`src/rtl/cfsm_pkg.sv`:
```
`timescale 1ns / 1ps

package cfsm_pkg;

  localparam int PatternMaxDef = 8;
  localparam int ByteW         = 8;
  localparam int PatBytesW     = 64;
  localparam int PatLenW       = 4;
  localparam int CfgIdxW       = 1;
  localparam int CfgDataW      = 64;
  localparam int PatSlots      = PatBytesW / ByteW;
  localparam int SlotIdxW      = $clog2(PatSlots);

  typedef enum logic [CfgIdxW-1:0] {
    CfgPatternBytes  = 1'b0,
    CfgPatternLength = 1'b1
  } cfg_reg_e;

  // Lower-case fold for single-byte CP1251.
  function automatic logic [ByteW-1:0] fold_byte(input logic [ByteW-1:0] b);
    logic [ByteW-1:0] r;
    r = b;
    if ((b >= 8'h41 && b <= 8'h5A) || (b >= 8'hC0 && b <= 8'hDF)) begin
      r = b + 8'h20;
    end else if (b == 8'hA8) begin
      r = 8'hB8;
    end
    return r;
  endfunction

endpackage

```
`src/rtl/cfsm_cell.sv`:
```
`timescale 1ns / 1ps

// One window position: hold a folded text byte, pass it on to the next cell,
// and check it against the pattern character lined up with it.
module cfsm_cell (
  input  logic                        clk_i,
  input  logic                        rst_ni,
  input  logic                        shift_i,
  input  logic                        clear_i,
  input  logic [cfsm_pkg::ByteW-1:0]  byte_i,
  input  logic [cfsm_pkg::ByteW-1:0]  pat_char_i,
  input  logic                        in_use_i,
  output logic [cfsm_pkg::ByteW-1:0]  byte_o,
  output logic                        ok_o
);

  logic [cfsm_pkg::ByteW-1:0] byte_q, byte_d;

  always_comb begin
    byte_d = byte_q;
    if (clear_i) begin
      byte_d = '0;
    end else if (shift_i) begin
      byte_d = byte_i;
    end
  end

  always_ff @(posedge clk_i or negedge rst_ni) begin
    if (!rst_ni) begin
      byte_q <= '0;
    end else begin
      byte_q <= byte_d;
    end
  end

  assign byte_o = byte_q;
  // A cell beyond the pattern length does not take part.
  assign ok_o   = !in_use_i || (byte_q == pat_char_i);

endmodule

```
`src/rtl/case_folding_substring_matcher.sv`:
```
`timescale 1ns / 1ps
// Case-folding substring matcher.
// Result: the outcome of an accepted input transaction is registered and shows on the master side in the next cycle.
// Throughput: one byte per cycle while m_axis_tready holds; the fold, the compare across
//   the cell chain and the window shift all settle in the single cycle in which the byte is accepted.
// Reset: asynchronous, active low; clears the window, counts, output register, pattern
//   bytes to zero and pattern length to one.

module case_folding_substring_matcher #(
  parameter int PatternMax = cfsm_pkg::PatternMaxDef
) (
  input  logic                           clk_i,
  input  logic                           rst_ni,
  // Configuration write port
  input  logic                           cfg_we_i,
  input  logic [cfsm_pkg::CfgIdxW-1:0]   cfg_index_i,
  input  logic [cfsm_pkg::CfgDataW-1:0]  cfg_data_i,
  // Text stream in
  input  logic                           s_axis_tvalid,
  output logic                           s_axis_tready,
  input  logic [7:0]                     s_axis_tdata,   // [7:0] text_byte
  input  logic                           s_axis_tlast,   // text_last
  // Result stream out
  output logic                           m_axis_tvalid,
  input  logic                           m_axis_tready,
  output logic [7:0]                     m_axis_tdata,   // [0] match_end, [1] found, rest zero
  output logic                           m_axis_tlast    // text_end
);

  localparam int ByteW  = cfsm_pkg::ByteW;
  localparam int LenW   = cfsm_pkg::PatLenW;
  localparam int SlotW  = cfsm_pkg::SlotIdxW;
  localparam int NCells = (PatternMax > 1) ? PatternMax - 1 : 1;
  localparam int CntW   = (PatternMax > 1) ? $clog2(PatternMax) : 1;

  // Configuration: keep the pattern already folded, and the raw length.
  logic [cfsm_pkg::PatSlots-1:0][ByteW-1:0] pat_q, pat_d;
  logic [LenW-1:0]                          len_q, len_d;

  always_comb begin
    pat_d = pat_q;
    len_d = len_q;
    if (cfg_we_i) begin
      case (cfsm_pkg::cfg_reg_e'(cfg_index_i))
        cfsm_pkg::CfgPatternBytes: begin
          for (int i = 0; i < cfsm_pkg::PatSlots; i++) begin
            pat_d[i] = cfsm_pkg::fold_byte(cfg_data_i[i*ByteW +: ByteW]);
          end
        end
        cfsm_pkg::CfgPatternLength: begin
          len_d = cfg_data_i[LenW-1:0];
        end
        default: begin
          len_d = len_q;
        end
      endcase
    end
  end

  always_ff @(posedge clk_i or negedge rst_ni) begin
    if (!rst_ni) begin
      pat_q <= '0;
      len_q <= LenW'(1);
    end else begin
      pat_q <= pat_d;
      len_q <= len_d;
    end
  end

  // Clamp the length into 1..PatternMax, then work with length minus one.
  logic [LenW-1:0] len_c;
  logic [LenW-1:0] len_m1;

  always_comb begin
    len_c = len_q;
    if (len_q == '0) begin
      len_c = LenW'(1);
    end else if (len_q > LenW'(PatternMax)) begin
      len_c = LenW'(PatternMax);
    end
  end
  assign len_m1 = len_c - LenW'(1);

  // Handshake: the output register frees whenever its result is taken.
  logic accept;
  logic out_valid_q;

  assign s_axis_tready = !out_valid_q || m_axis_tready;
  assign accept        = s_axis_tvalid && s_axis_tready;

  logic [ByteW-1:0] cur;
  assign cur = cfsm_pkg::fold_byte(s_axis_tdata);

  // Window cell chain: cell 0 holds the most recent earlier byte.
  logic [NCells-1:0][ByteW-1:0] cell_byte;
  logic [NCells-1:0]            cell_ok;
  logic                         all_cells_ok;

  generate
    if (PatternMax > 1) begin : g_chain
      for (genvar k = 0; k < PatternMax - 1; k++) begin : g_cell
        logic [ByteW-1:0] chain_in;
        logic [LenW-1:0]  pidx;

        if (k == 0) begin : g_head
          assign chain_in = cur;
        end else begin : g_link
          assign chain_in = cell_byte[k-1];
        end

        // Cell k lines up with pattern character len-2-k.
        assign pidx = len_m1 - LenW'(k + 1);

        cfsm_cell u_cell (
          .clk_i      (clk_i),
          .rst_ni     (rst_ni),
          .shift_i    (accept),
          .clear_i    (accept && s_axis_tlast),
          .byte_i     (chain_in),
          .pat_char_i (pat_q[pidx[SlotW-1:0]]),
          .in_use_i   (len_m1 > LenW'(k)),
          .byte_o     (cell_byte[k]),
          .ok_o       (cell_ok[k])
        );
      end
      assign all_cells_ok = &cell_ok;
    end else begin : g_nochain
      assign cell_byte    = '0;
      assign cell_ok      = '1;
      assign all_cells_ok = &cell_ok && (cell_byte == '0);
    end
  endgenerate

  // Bytes seen in this text, saturating at PatternMax-1.
  logic [CntW-1:0] seen_q, seen_d;
  logic            found_q, found_d;
  logic            match;

  assign match = (LenW'(seen_q) >= len_m1)
              && (pat_q[len_m1[SlotW-1:0]] == cur)
              && all_cells_ok;

  always_comb begin
    seen_d  = seen_q;
    found_d = found_q;
    if (accept) begin
      if (s_axis_tlast) begin
        seen_d  = '0;
        found_d = 1'b0;
      end else begin
        found_d = found_q || match;
        if (32'(seen_q) < PatternMax - 1) begin
          seen_d = seen_q + CntW'(1);
        end
      end
    end
  end

  // Output register.
  logic out_match_q, out_match_d;
  logic out_found_q, out_found_d;
  logic out_last_q,  out_last_d;
  logic out_valid_d;

  always_comb begin
    out_valid_d = out_valid_q;
    out_match_d = out_match_q;
    out_found_d = out_found_q;
    out_last_d  = out_last_q;
    if (accept) begin
      out_valid_d = 1'b1;
      out_match_d = match;
      out_found_d = found_q || match;
      out_last_d  = s_axis_tlast;
    end else if (m_axis_tready) begin
      out_valid_d = 1'b0;
    end
  end

  always_ff @(posedge clk_i or negedge rst_ni) begin
    if (!rst_ni) begin
      seen_q      <= '0;
      found_q     <= 1'b0;
      out_valid_q <= 1'b0;
      out_match_q <= 1'b0;
      out_found_q <= 1'b0;
      out_last_q  <= 1'b0;
    end else begin
      seen_q      <= seen_d;
      found_q     <= found_d;
      out_valid_q <= out_valid_d;
      out_match_q <= out_match_d;
      out_found_q <= out_found_d;
      out_last_q  <= out_last_d;
    end
  end

  assign m_axis_tvalid = out_valid_q;
  assign m_axis_tdata  = {6'b0, out_found_q, out_match_q};
  assign m_axis_tlast  = out_last_q;

endmodule
```
`config.mk`:
```
export PLATFORM = sky130hd
export DESIGN_NAME = case_folding_substring_matcher
export DESIGN_NICKNAME = d
export VERILOG_FILES = /design/src/rtl/cfsm_pkg.sv /design/src/rtl/cfsm_cell.sv /design/src/rtl/case_folding_substring_matcher.sv
export SDC_FILE = /design/constraint.sdc
export NUM_CORES = 1
export LEC_CHECK = 0
export ABC_AREA = 1
export ABC_CLOCK_PERIOD_IN_PS = 6800
export BUFFER_PORTS_ARGS = -buffer_cell sky130_fd_sc_hd__buf_4
export CAP_MARGIN = 15
export CELL_PAD_IN_SITES_DETAIL_PLACEMENT = 1
export CELL_PAD_IN_SITES_GLOBAL_PLACEMENT = 1
export CORE_MARGIN = 2
export CORE_UTILIZATION = 46
export CTS_CLUSTER_DIAMETER = 50
export DETAILED_ROUTE_END_ITERATION = 8
export PLACE_DENSITY_LB_ADDON = 0.12
export SLEW_MARGIN = 5
export SYNTH_ARGS = -nofsm -noshare
export SYNTH_HDL_FRONTEND = slang
export SYNTH_SLANG_ARGS = --single-unit
```
`constraint.sdc`:
```
create_clock -name clk_i -period 6.8 [get_ports clk_i]
set_input_delay 0.68 -clock clk_i [delete_from_list [all_inputs] [get_ports clk_i]]
set_output_delay 0.68 -clock clk_i [all_outputs]
set_load 0.01 [all_outputs]
```
# Yosys cells after proc, flatten, opt, wreduce, memory -nomap -nowiden
# Index checks and enable logic that the tools add are counted.
word_totals:
  input_bits: 79
  register_bits: 132
op_classes:
  n_eq_ne: 17
  bitwise_logic: 1
  muxes: 55
  reduce_logical: 56
  addsub: 18
  n_lt_le_gt_ge: 54
op_table:
  columns: ["cell", "count"]
  rows:
  - ["8-bit two-way mux", 40]
  - ["8-bit binary-select mux with 3-bit select", 8]
  - ["8-bit by 6-bit adder with 8-bit output, second input constant", 9]
  - ["8-bit equality test, second input constant", 9]
  - ["8-bit by 7-bit >= comparator with 1-bit output, second input constant", 9]
  - ["8-bit >= comparator, second input constant", 9]
  - ["8-bit by 7-bit <= comparator with 1-bit output, second input constant", 9]
  - ["8-bit <= comparator, second input constant", 9]
  - ["8-bit equality test", 8]
  - ["3-bit by 4-bit < comparator with 1-bit output, second input constant", 8]
  - ["1-bit logical AND", 22]
  - ["1-bit logical OR", 18]
  - ["4-bit by 3-bit > comparator with 1-bit output, second input constant", 3]
  - ["3-bit subtractor, second input constant", 4]
  - ["4-bit by 1-bit > comparator with 1-bit output, second input constant", 2]
  - ["4-bit by 2-bit > comparator with 1-bit output, second input constant", 2]
  - ["1-bit logical NOT", 8]
  - ["4-bit two-way mux", 2]
  - ["7-bit AND reduction", 1]
  - ["3-bit two-way mux", 2]
  - ["2-bit AND reduction", 3]
  - ["2-bit nonzero test", 3]
  - ["3-bit by 2-bit subtractor with 3-bit output, second input constant", 2]
  - ["3-bit by 4-bit >= comparator with 1-bit output", 1]
  - ["other kinds (8)", 10]

# Logic depth before layout (Yosys ltp)
# Gate-level depths: netlist of the first run.
logic_depth:
  word_depth: 13
  mapped_depth: 26

# Modules after synthesis
# From an unflattened synthesis of the first run, not the netlist that was laid out.
hier_totals:
  cells_unflattened: 1580
  hier_area_um2: 10393.7
modules_own_cells:
  columns: ["module", "area_per_inst_um2", "cells_each", "instances"]
  rows:
  - ["case_folding_substring_matcher", 6907.9, 1132, 1]
  - ["cfsm_cell", 498.0, 64, 7]

# Worst setup path before layout of the first run
# Ideal clock, no wire load.
synth_timing:
  kind: "reg2reg"
  from: "register len_q[0]"
  to: "register found_q"
  setup_slack_ps: 3386
  t_required_ps: 6723
  arrival_time_ps: 3337
  setup_time_ps: 77
  n_path_buf: 3
  path_stages_with_launch: 27
  period_less_slack_ps: 3414
  path_cell_list: "dfstp_2 nor2_1 nand2_1 nand2_1 nand2_2 buf_2 ha_1 inv_1 nand2_1 nand2_2 buf_2 ha_1 clkbuf_1 clkinv_1 nand3_1 nand2_1 nand2_1 nand2_1 inv_1 nand2_1 nor2_1 nand2_1 nand2_1 nand2_1 nor2_1 nand3_1 a21oi_1"
synth_via:
  elab_chain_len: 13
  elab_cells_between_ends: 63
  classes_between: "add/sub: 8; order compare: 9; eq/ne: 8; mux: 19; reduce/logical: 19"
synth_lines:
  columns: ["item", "line_no", "rtl"]
  rows:
  - ["from (decl)", "case_folding_substring_matcher.sv:38", "logic [LenW-1:0] len_q, len_d;"]
  - ["from (signal assigned)", "case_folding_substring_matcher.sv:63", "len_q <= LenW'(1);"]
  - ["from (signal assigned)", "case_folding_substring_matcher.sv:66", "len_q <= len_d;"]
  - ["4-bit > comparator", "case_folding_substring_matcher.sv:78", "end else if (len_q > LenW'(PatternMax)) begin"]
  - ["4-bit two-way mux", "case_folding_substring_matcher.sv:78", null]
  - ["4-bit two-way mux (*)", "case_folding_substring_matcher.sv:76", "if (len_q == '0) begin"]
  - ["4-bit by 1-bit subtractor with 4-bit output (*)", "case_folding_substring_matcher.sv:82", "assign len_m1 = len_c - LenW'(1);"]
  - ["3-bit by 1-bit subtractor with 3-bit output (tied with other cells)", "case_folding_substring_matcher.sv:112", "assign pidx = len_m1 - LenW'(k + 1);"]
  - ["8-bit binary-select mux with 3-bit select", "case_folding_substring_matcher.sv:120", ".pat_char_i (pat_q[pidx[SlotW-1:0]]),"]
  - ["8-bit two-way mux (implied by the code)", "case_folding_substring_matcher.sv:120", null]
  - ["8-bit equality test", "cfsm_cell.sv:38", "assign ok_o = !in_use_i || (byte_q == pat_char_i);"]
  - ["1-bit logical OR", "cfsm_cell.sv:38", null]
  - ["7-bit AND reduction", "case_folding_substring_matcher.sv:126", "assign all_cells_ok = &cell_ok;"]
  - ["1-bit logical AND (*)", "case_folding_substring_matcher.sv:141", "&& all_cells_ok;"]
  - ["1-bit logical OR (*)", "case_folding_substring_matcher.sv:151", "found_d = found_q || match;"]
  - ["1-bit two-way mux (*)", "case_folding_substring_matcher.sv:147", "if (s_axis_tlast) begin"]
  - ["to (signal assigned)", "case_folding_substring_matcher.sv:190", "found_q <= found_d;"]
  - ["to (decl)", "case_folding_substring_matcher.sv:136", "logic found_q, found_d;"]
# Mark *: on every way between the ends. The rest lies on a longest branch, timed or not. The select of a mux whose other input is x is not followed.
# A chain may end at the register's enable or synchronous reset.

# Worst setup path after layout of the first run
# Ends and elaborated chain as after synthesis.

==> results of run 1 <==
-- critical path, delay by kind of cell, from the launching register on --
kind / cells / cell delay (ns)
simple gates: 15 / 1.68
buf+inv: 4 / 1.08
fa+ha+maj: 2 / 0.88
flops: 1 / 0.56
compound gates: 1 / 0.18
-- sequential cells by signal, summed over array words and instances (netlist names) --
register                      count
seen_q                            3
out_found_q                       1
pat_q                            64
m_axis_tlast                      1
len_q                             4
m_axis_tvalid                     1
out_match_q                       1
found_q                           1
g_chain.g_cell.u_cell.byte_o     56
-- stage by stage --
step	hold WS, ns	instances
after global placement	0.478	1912
after global routing	0.256	1944
after detailed placement	0.494	1912
after CTS	0.226	1944
final	0.195	1944
after floorplan	0.384	1612
-- final cells by class --
| type | instances | area (sq um) | share of cell area, % |
|---|---|---|---|
| Inverter | 179 | 672 | 5.91 |
| Multi-Input combinational cell | 1225 | 5770 | 50.7 |
| Sequential cell | 132 | 3300 | 29.1 |
| Timing Repair Buffer | 96 | 724 | 6.37 |
| Clock inverter | 12 | 96.3 | 0.847 |
| Tap cell | 280 | 350 | 3.08 |
| Clock buffer | 20 | 457 | 4.02 |
-- worst max-delay path by stage --
| stage | startpoint | end | slack [ns] |
|---|---|---|---|
| 6_report | len_q[0] | found_q | 2.36 |
| 5_1_grt | len_q[0] | found_q | 2.14 |
| 4_1_cts | len_q[0] | found_q | 2.51 |
| 3_5_place_dp | len_q[0] | found_q | 2.55 |
| 3_3_place_gp | len_q[0] | found_q | 2.63 |
| 2_1_floorplan | len_q[0] | found_q | 3.39 |
-- cell usage in the layout (no fill, tap or decap), types with 8 or more instances in the layout --
master     count
xor2_1        13
inv_1        174
dfrtp_1      131
buf_4         95
o21ai_0       74
nand4_1       10
nor2_1        52
nand2_1      580
nor3_1         8
nand3_1      336
ha_1          22
o22ai_1       58
clkbuf_16     17
a21oi_1       22
-- cells by family after synthesis --
logic type | after synthesis
buffers and inverters | 255
other | 1
AO/OA/AOI/OAI | 180
AND/OR/NAND/NOR | 1001
adder cells (fa/ha/maj) | 22
XOR/XNOR | 15
flip-flops | 132
multiplexers | 1
-- layer usage --
metal	part of all wire [%]	GRT usage (%)	wire length, microns	vias to the layer above
met4	6.0	20.1	2680	0
li1	-	-	-	5354
met2	46	63.2	20300	537
met1	40	48.3	17900	5654
met3	8.0	8.02	3540	164
met5	0	0	0	-
-- power by group through the flow --
stage / clock network (W) / registers [W] / logic [W]
after floorplan: 0 / 0.000919 / 0.00117
after global placement: 0 / 0.000947 / 0.00173
after detailed placement: 0 / 0.000950 / 0.00176
after CTS: 0.000901 / 0.000938 / 0.00178
after global routing: 0.000926 / 0.000948 / 0.00199
final: 0.000895 / 0.000942 / 0.00184
==> metrics, run 1 <==
status=complete, no violations; compound-cell area share of the yosys netlist=10.5%; Post-synth EDFFs=0; CTS sink count=about 130; relative slew slack=between 20% and 30%; Vias=~12000; Yosys reg bits=~130; worst path cell trace=nor2_1 > nand2_1 > nand2_1 > nand2_2 > buf_4 > ha_1 > buf_4 > ha_1 > clkinv_1 > nand3_1 > nand2_1 > nand2_1 > nand2_1 > inv_1 > nand2_1 > nor2_1 > nand2_1 > nand2_1 > nand2_1 > nor2_1 > nand3_1 > a21oi_1; first-pass GRT wire length=between 60 and 70 mm; r2r worst-path depth=22; Max Cap Viol=0; Final TNS setup=0 ns; Switching Share=between 40% and 50%; Layout Cell Area excl Fill=approximately 11000 sq um; fillcell total=about 3000; Avg Cell Area, Syn=between 6 and 7 sq um; pwr dens=323 nW/um^2; Slew @ Worst Pin=roughly 1.1 ns; drt total wl=approximately 44 mm; simple-gate share of the synthesized area=a little over two fifths; Die H=152 microns; via/cell ratio=between 6 and 7; post-CTS resize count=0; Port-buffer cells=between 80 and 90; RSZ-0062 raised after global routing=false; DRT Pass-1 Iters=7; post-CTS setup buffers=0; Crit Path Max Fanout=40; Final Core Density=52.4%; logic gate share of total power=between 50% and 60%; vias in the first global route=~12000; die width=~150 microns; Initial Utilization=a little under half; IO Pins=90; final hold violations=0; crit path kind=flip-flop to flip-flop; Core Region=between 20000 and 25000 sq um; DRC violations left=0; Reg power frac=between 20% and 30%; most frequent cells after synthesis=nand2_1, nand3_1, inv_1, dfrtp_1, o21ai_0; CP max stage delay=0.58 ns; Longest Clk Path Bufs=2; NetSw=0.00181 W; fmax=about 230 MHz; yosys warns=0; R2R Path Start=len_q[0]; Synth-to-Final Area Change=12.5%; largest net degree at the start of global routing=82; post-synthesis xor/xnor area fraction=between 1 and 1.5%; Final period util=between 60% and 70%; initial antenna violation count=0; total CTS buffers=17; post-cts hold buffer count=0; Peak VDD IR=around 140 uV; Syn Std Cell Area=between 10000 and 15000 sq um; Required @ worst endpoint=approximately 7.2 ns; # rows=54; Yosys top cell area share=32.4%; Skew-Pair Late Insertion Delay=roughly 0.44 ns; Synth Instances=between 1500 and 2000; count leader, synth=nand2_1; Root Driver=clkbuf_16; Clk pwr share=between 20% and 30%; dpl hpwl=approximately 35 mm; overall power=about 0.0037 W; Setup crit start kind=flip-flop; endpoints failing setup=0; grt ovf=0; n_diodes=0; post-synthesis adder-cell area fraction=under 10%; asr flop ratio synth=100%; Clock Skew=0.00837 ns; Final ANT Viol Nets=0; routed len/inst=approximately 23 microns; post-synthesis mux area share=0.111%; ranking of synthesized cells by area=dfrtp_1, nand2_1, nand3_1; Seq/Total Area, Yosys=between 30% and 40%; DP Area=about 11000 sq um; Final Max Tran Viols=0; CP Capture Type=flip-flop; DRT iter0 DRCs=between 1000 and 1500; die area=around 23000 sq um; fin worst setup slack=2.36 ns; RR Endpoint=found_q; Main synth FF type=dfrtp_1; post-synthesis cell type count=41; Worst EP arrival=4.80 ns; main combinational cell family by area after synthesis=simple AND/OR/NAND/NOR gates; H-tree depth=4; post-synth top area cell=dfrtp_1; CTS clk-pin slew, worst paths=about 0.070 ns; most frequent CP cell=nand2_1; routability cong.=about 1.1; Slowest-stage cell, CP=ha_1; share of post-route cells with drive strength above 1=roughly 8.7%; worst reg2reg setup slack=roughly 2.4 ns; Overall Global Routing Usage=38.6%; internal power=around 0.0019 W; Final #Nets=about 1800; CTS tree=done; Hold Crit Class=input pin to async pin; pre-CTS WS=between 2 and 3 ns; Leakage=about 6 nW; Final min period=between 4 and 5 ns
Note: power is estimated with default switching activity, not from simulation.
==> run 2: changes to the inputs <==
--- a/config.mk
+++ b/config.mk
@@ -6,13 +6,13 @@
 export NUM_CORES = 1
 export LEC_CHECK = 0
 export ABC_AREA = 1
-export ABC_CLOCK_PERIOD_IN_PS = 6800
+export ABC_CLOCK_PERIOD_IN_PS = 3750
 export BUFFER_PORTS_ARGS = -buffer_cell sky130_fd_sc_hd__buf_4
 export CAP_MARGIN = 15
 export CELL_PAD_IN_SITES_DETAIL_PLACEMENT = 1
 export CELL_PAD_IN_SITES_GLOBAL_PLACEMENT = 1
 export CORE_MARGIN = 2
-export CORE_UTILIZATION = 46
+export CORE_UTILIZATION = 39
 export CTS_CLUSTER_DIAMETER = 50
 export DETAILED_ROUTE_END_ITERATION = 8
 export PLACE_DENSITY_LB_ADDON = 0.12
==> constraint.sdc (replaced) <==
create_clock -name clk_i -period 3.75 [get_ports clk_i]
set_input_delay 0.375 -clock clk_i [delete_from_list [all_inputs] [get_ports clk_i]]
set_output_delay 0.375 -clock clk_i [all_outputs]
set_load 0.01 [all_outputs]
==> metrics, run 2 (synthesis results as in run 1) <==
die width=165 microns (+8.4%); Die H=165 microns (+8.4%); CP Capture Type=flip-flop; via/cell ratio=5.74 (-4.8%); Slew @ Worst Pin=1.13 ns (+0.0718 ns); DRC violations left=0 (unchanged); max reg flops=64 (unchanged); post-CTS setup buffers=0 (unchanged); status=complete, no violations; DRT Pass-1 Iters=5 (-2); fmax=291 MHz (+29%); fillcell total=3390 (+12%); Final Max Tran Viols=0 (unchanged); post-CTS resize count=0 (unchanged); # rows=58 (+7.4%); CTS clk-pin slew, worst paths=0.07 ns (about the same); Core Region=25300 sq um (+17%); Initial Utilization=39.9% (-6.7 points); crit path kind=flip-flop to flip-flop; Final period util=91.8% (+26 points); DRT iter0 DRCs=995 (-12%); Port-buffer cells=83 (unchanged); Overall Global Routing Usage=34.8% (-3.9 points); dpl hpwl=36.3 mm (+4.4%); commonest non-fill, non-tap cells in the layout=nand2_1, nand3_1, inv_1, dfrtp_1, buf_4; Final ANT Viol Nets=0 (unchanged); Clock Skew=0.00990 ns (+0.00152 ns); Root Driver=clkbuf_16; Longest Clk Path Bufs=2 (unchanged); pwr dens=590 nW/um^2 (+83%); Crit Path Max Fanout=31 (-23%); Worst EP arrival=3.81 ns (-0.99 ns); grt ovf=0 (unchanged); Reg area=3300 sq um (unchanged); area of the multi-input gates=5760 sq um (about the same); worst reg2reg setup slack=0.31 ns (-2.05 ns); initial antenna violation count=1 (+1); first-pass GRT wire length=69.1 mm (+0.70%); RSZ-0062 raised after global routing=false; largest net degree at the start of global routing=81 (-1.2%); Peak VDD IR=274 uV (+92%); vias in the first global route=11400 (-5.4%); Leakage=6.08 nW (+1.4%); Final #Nets=1766 (+0.80%); pre-CTS WS=0.398 ns (-2.15 ns); Required @ worst endpoint=4.12 ns (-3.04 ns); Skew-Pair Late Insertion Delay=0.44 ns (about the same); Final min period=3.44 ns (-0.998 ns); routed len/inst=22.8 microns (-0.43%); CTS tree=done; Setup crit start kind=flip-flop; CTS sink count=132 (unchanged); die area=27200 sq um (+17%); Hold Crit Class=input pin to flip-flop; fin worst setup slack=0.308 ns (-2.05 ns); H-tree depth=4 (unchanged); share of post-route cells with drive strength above 1=9.30% (+0.64 points); routability cong.=0.990 (-6.0%); largest reg by FF count=pat_q; final hold violations=0 (unchanged); Final TNS setup=0 ns (unchanged); Synth-to-Final Area Change=14.7%; drt total wl=45.7 mm (+2.9%); post-cts hold buffer count=0 (unchanged); total CTS buffers=17 (unchanged); most common cell after layout, fill and taps aside=nand2_1; IO Pins=90 (unchanged); relative slew slack=24.5% (-4.8 points); endpoints failing setup=0 (unchanged); Vias=11500 (-1.6%); Max Cap Viol=0 (unchanged)
## run 2: layout make-up
| class | instances | area share [%] |
|---|---|---|
| Antenna cell | 1 | 0.0216 |
| Clock buffer | 19 | 3.82 |
| Clock inverter | 13 | 1.08 |
| Inverter | 179 | 5.80 |
| Multi-Input combinational cell | 1225 | 49.7 |
| Sequential cell | 132 | 28.5 |
| Tap cell | 330 | 3.56 |
| Timing Repair Buffer | 110 | 7.50 |
## run 2: critical path: stages, from the launching register on
cell and delay (ns):
dfrtp_1 0.46, nor2_1 0.18, nand2_1 0.13, nand2_1 0.10
nand2_2 0.08, ha_1 0.31, buf_4 0.18, buf_4 0.37
nand3_1 0.33, nand3_1 0.22, nand3_1 0.08, nand2_1 0.08
nand2_1 0.05, nor2_1 0.15, nand2_1 0.11, nand2_1 0.08
nand2_1 0.07, nor2_1 0.10, nand3_1 0.13, a21oi_1 0.14
## run 2: worst paths after layout
check	end	cells past startpoint	startpoint
worst max-delay path	found_q	19	len_q[1]
worst min-delay path	seen_q[2]	2	s_axis_tlast
worst max register to register	found_q	19	len_q[1]
worst min register to register	m_axis_tlast	2	m_axis_tlast
max in group asynchronous	pat_q[35]	3	rst_ni
min in group asynchronous	pat_q[21]	2	rst_ni
## run 2: where the power goes
group	internal (W)	switching, W	total, W
sequential	0.00157	0.000142	0.00171
clock	0.000938	0.000749	0.00169
combinational	0.000979	0.00247	0.00345
## run 2: per-stage QoR
stage	total power, W	instance area, sq um	instances	utilization (%)	hold WS, ns
after floorplan	0.00378	10100	1612	-	0.0794
after global placement	0.00506	11000	1975	43.5	0.478
after detailed placement	0.00509	11000	1975	43.5	0.486
after CTS	0.00679	11600	2007	45.7	0.0208
after global routing	0.00724	11600	2008	45.8	0.136
final	0.00685	11600	2009	45.8	0.139
## run 2: layer usage
metal | track usage, % | wire length, microns
met1 | 44.5 | 19600
met2 | 56.1 | 20600
met3 | 6.96 | 3090
met4 | 16.8 | 2410
met5 | 0 | 0
